--- src/design/mlfq_process_scheduler_top_macros.svh ---
// assertion macros for the scheduler
`ifndef MLFQ_PROCESS_SCHEDULER_TOP_MACROS_SVH
`define MLFQ_PROCESS_SCHEDULER_TOP_MACROS_SVH
`ifndef SYNTHESIS
`define MLFQ_ASSERT(label, prop, msg) \
  label: assert property (@(posedge clk) disable iff (!rst_n) prop) else $error(msg);
`define MLFQ_ASSERT_NORST(label, prop, msg) \
  label: assert property (@(posedge clk) prop) else $error(msg);
`else
`define MLFQ_ASSERT(label, prop, msg)
`define MLFQ_ASSERT_NORST(label, prop, msg)
`endif
`endif

--- src/design/mlfq_pkg.sv ---
// types and constants shared by the scheduler files
package mlfq_pkg;
  localparam int DEF_NUM_ENTRIES = 64;
  localparam int DEF_NUM_CPUS    = 8;
  localparam int DEF_NUM_LEVELS  = 3;
  localparam int LW = 2;

  localparam logic [2:0] FN_TICK    = 3'd0;
  localparam logic [2:0] FN_SELECT  = 3'd1;
  localparam logic [2:0] FN_YIELD   = 3'd2;
  localparam logic [2:0] FN_WAKEUP  = 3'd3;
  localparam logic [2:0] FN_QUERY   = 3'd4;
  localparam logic [2:0] FN_ADMIT   = 3'd5;
  localparam logic [2:0] FN_BLOCK   = 3'd6;

  localparam logic [1:0] REG_AGING  = 2'd0;
  localparam logic [1:0] REG_SLICE0 = 2'd1;
  localparam logic [1:0] REG_SLICE1 = 2'd2;
  localparam logic [1:0] REG_SLICE2 = 2'd3;

  localparam logic [15:0] RST_AGING  = 16'd30;
  localparam logic [15:0] RST_SLICE0 = 16'd2;
  localparam logic [15:0] RST_SLICE1 = 16'd4;
  localparam logic [15:0] RST_SLICE2 = 16'd8;

  typedef struct packed {
    logic [2:0] func;
    logic [5:0] proc_index;
    logic [2:0] cpu_index;
  } in_t;

  typedef struct packed {
    logic       found;
    logic [5:0] chosen_index;
    logic       preempt;
    logic [1:0] level_after;
  } out_t;

  typedef struct packed {
    logic          run;
    logic [LW-1:0] lvl;
    logic [15:0]   slice;
    logic [31:0]   stamp;
  } entry_t;
endpackage

--- src/design/mlfq_cell.sv ---
// one process entry cell of the rotating ring
module mlfq_cell (
  input  logic            clk,
  input  logic            rst_n,
  input  logic            shift_en,
  input  mlfq_pkg::entry_t din,
  output mlfq_pkg::entry_t dout
);
  import mlfq_pkg::*;

  entry_t ent_r;

  // take the neighbor's entry on each ring step
  always_ff @(posedge clk) begin
    if (!rst_n) begin
      ent_r <= '0;
    end else if (shift_en) begin
      ent_r <= din;
    end
  end

  assign dout = ent_r;
endmodule

--- config.mk ---
export PLATFORM = sky130hd
export DESIGN_NAME = mlfq_cell
export DESIGN_NICKNAME = d
export VERILOG_FILES = /design/src/design/mlfq_process_scheduler_top_macros.svh /design/src/design/mlfq_pkg.sv /design/src/design/mlfq_cell.sv
export SDC_FILE = /design/constraint.sdc
export NUM_CORES = 1
export LEC_CHECK = 0
export BUFFER_PORTS_ARGS = -buffer_cell sky130_fd_sc_hd__clkbuf_2
export CAP_MARGIN = 20
export CELL_PAD_IN_SITES_DETAIL_PLACEMENT = 2
export CELL_PAD_IN_SITES_GLOBAL_PLACEMENT = 2
export CORE_ASPECT_RATIO = 1.2
export CORE_MARGIN = 8
export CORE_UTILIZATION = 23
export DETAILED_ROUTE_END_ITERATION = 10
export GPL_TIMING_DRIVEN = 1
export PLACE_DENSITY = 0.83
export SLEW_MARGIN = 20
export SYNTH_ARGS = -nofsm -noshare
export SYNTH_HDL_FRONTEND = slang
export SYNTH_SLANG_ARGS = --single-unit
--- constraint.sdc ---
create_clock -name clk -period 0.8 [get_ports clk]
set_input_delay 0.08 -clock clk [delete_from_list [all_inputs] [get_ports clk]]
set_output_delay 0.08 -clock clk [all_outputs]
set_load 0.05 [all_outputs]
==> summary.md <==
| Metric | Value |
|---|---|
| Final setup vio count | `52` |
| Max-capacitance violation count | `0` |
| Num rows | `37` |
| Grt ovf | `0` |
| Iter 0 DRT Violations | `14` |
| Slew Limit Fails | `0` |
| Power Density | `between 1500 and 2000 nW/um^2` |
| Worst Max-Slew Pin Slew | `roughly 0.25 ns` |
| Number of global-route vias before repair | `about 1.9k` |
| Crit-path cells | `clkbuf_16` |
| Clock Latency Late Sink | `~0.29 ns` |
| Crit. End Element | `output pin` |
| Yosys reg bits | `just over 50` |
| Failing checks | `negative setup slack` |
| Die ar. | `between 10000 and 15000 um^2` |
| Filler cell count | `between 800 and 900` |
| Post-synthesis sequential area ratio | `between 50% and 60%` |
| Total track usage | `a little under an eighth` |
| Maximum vdd drop | `0.590 mV` |
| GR Util met1 | `10.4%` |
| Met2 usage | `24.7%` |
| # port buffers | `104` |
| CP required | `about 0.72 ns` |
| Num CTS Buffers | `5` |
| CTS root buf | `clkbuf_8` |
| Via Count | `between 1.5k and 2k` |
| Routability Congestion | `~0.65` |
| Max stage delay on crit path | `0.37 ns` |
| Crit path buffers/inverters | `1` |
| Post-Route Skew | `0 ns` |
| Met3 usage | `roughly 4.4%` |
| Family with the most delay on the worst path | `flip-flops` |
| Drt pass-1 iters | `2` |
| Leak | `roughly 1.7 nW` |
| Antenna diodes | `0` |
| TritonCTS clock tree | `built` |
| Net Count, Synth | `roughly 220` |
| Core Box Area | `around 8400 um^2` |
| Final Hold Fails | `0` |
| GR peak layer | `met2` |
| Sink Count | `51` |
| Via density | `between 4 and 5` |
| Maximum number of pins on one net before global-route repair | `52` |
| Final net count | `330` |
| Post-route antenna net violation count | `0` |
| H-tree Lvls | `2` |
| Mapped Cells | `~160` |
| YS warnings | `0` |
| Max Fclk | `1100 MHz` |
| Area grow syn2layout | `95.6%` |
| Dpl ws | `-0.161 ns` |
| Area of the multi-input gates | `841 um^2` |
| Max_slew headroom | `83.3%` |
| CTS clk-pin slew, worst paths | `0.09 ns` |
| Fin crit period | `approximately 0.91 ns` |
| IO Count | `about 110` |
| Hold Path Class | `input port to register` |
| Critical path arrival | `0.83 ns` |
| CP Max Fanout | `2` |
| Initial Util | `between 20 and 25%` |
| WS Path Type | `register to output pin` |
| Die Span X | `approximately 100 um` |
| Slowest CP cell | `dfxtp_2` |
| Total length of routed wires | `~7000 um` |
| First-pass GRT wire length | `about 11000 um` |
| Share of cells above drive strength 1 | `63.6%` |
| Clock Tree Buf Depth | `2` |
| Worst Setup Start Kind | `register` |
| Number of flip-flops in the largest register | `51` |
| Library cells used by synthesis | `6` |
| Routed length per instance | `approximately 18 um` |
| Post-Syn Area per Cell | `11.9 um^2` |
| Final WS setup | `-0.112 ns` |
| Outcome | `finished with violations` |
| Non-Filler Instances | `roughly 390` |
| Final worst path period share | `114%` |
| Antenna violations before repair | `0` |
| DP Cell Count | `about 380` |
| RSZ-0062 raised after global routing | `yes` |
| Final setup TNS | `-4.79 ns` |
| Die Height | `around 120 um` |
| Syn Std Cell Area | `between 1500 and 2000 um^2` |
| Post-DP HPWL | `~4400 um` |
| DRC errors left | `0` |
| Storage element area | `roughly 1100 um^2` |
## layer usage
layer	up-vias	part of all wire, %
li1	760	-
met1	790	32
met2	56	60
met3	2	7.7
met4	0	0.42
met5	-	0
## cell usage in the layout, fill, tap and decap left out, types with 3 or more instances in the layout
| cell | instances |
|---|---|
| clkbuf_2 | 52 |
| nor2b_1 | 51 |
| dfxtp_2 | 51 |
| clkbuf_16 | 50 |
| mux2i_1 | 48 |
| buf_6 | 6 |
| clkbuf_8 | 5 |
| mux2i_2 | 3 |
| buf_12 | 3 |
| buf_4 | 3 |
## path summary, 6_finish.rpt
| kind | start | end | slack, ns | cells after the start |
|---|---|---|---|---|
| worst max-delay path | dout[21] | dout[21] | -0.11 | 1 |
| worst max register to register | dout[21] | dout[21] | -0.02 | 3 |
| worst min register to register | dout[14] | dout[14] | 0.54 | 2 |
| worst min-delay path | din[30] | dout[30] | 0.04 | 3 |
## power breakdown
| group | leakage, nW | total [mW] | internal, mW | switching, mW |
|---|---|---|---|---|
| combinational | 1.25 | 1.85 | 0.976 | 0.870 |
| sequential | 0.439 | 2.87 | 2.72 | 0.151 |
| clock | 0.0371 | 1.38 | 0.586 | 0.794 |
## timing repair
item	4_1_cts	5_1_grt
setup endpoints to repair	51	52
hold buffers	0	0
resized for setup	152	10
setup buffers	2	7
## kinds of logic (layout without fill, tap and decap cells)
group	count (synthesis)	after routing	synth area share [%]
buf+inv	11	122	5.37
flops	51	51	52.2
simple gates	51	51	16.3
mux	51	51	26.1
## Yosys cell counts (all sizes together)
library cell	number	area (um^2)
mux2i	51	510
nor2b	51	319
clkbuf	5	18.8
dfxtp	51	1020
buf	6	86.3
## final cells by class
class	instances	share of cell area (%)
flip-flops and latches	51	28.4
well taps	117	3.83
repair buffers	116	44.0
multi-input cells	102	22.0
clock buffers	6	1.90
## stage by stage
step	power (mW)	instance area, um^2	util [%]	hold slack, ns
finish	6.10	3830	45.4	0.0402
global placement	4.06	2640	31.3	0.334
detailed placement	4.11	2640	31.3	0.348
global route	6.37	3830	45.4	0.0442
floorplan	3.75	2020	-	0.208
CTS	6.13	3740	44.4	0.0279
Note: power is estimated with default switching activity, not from simulation.
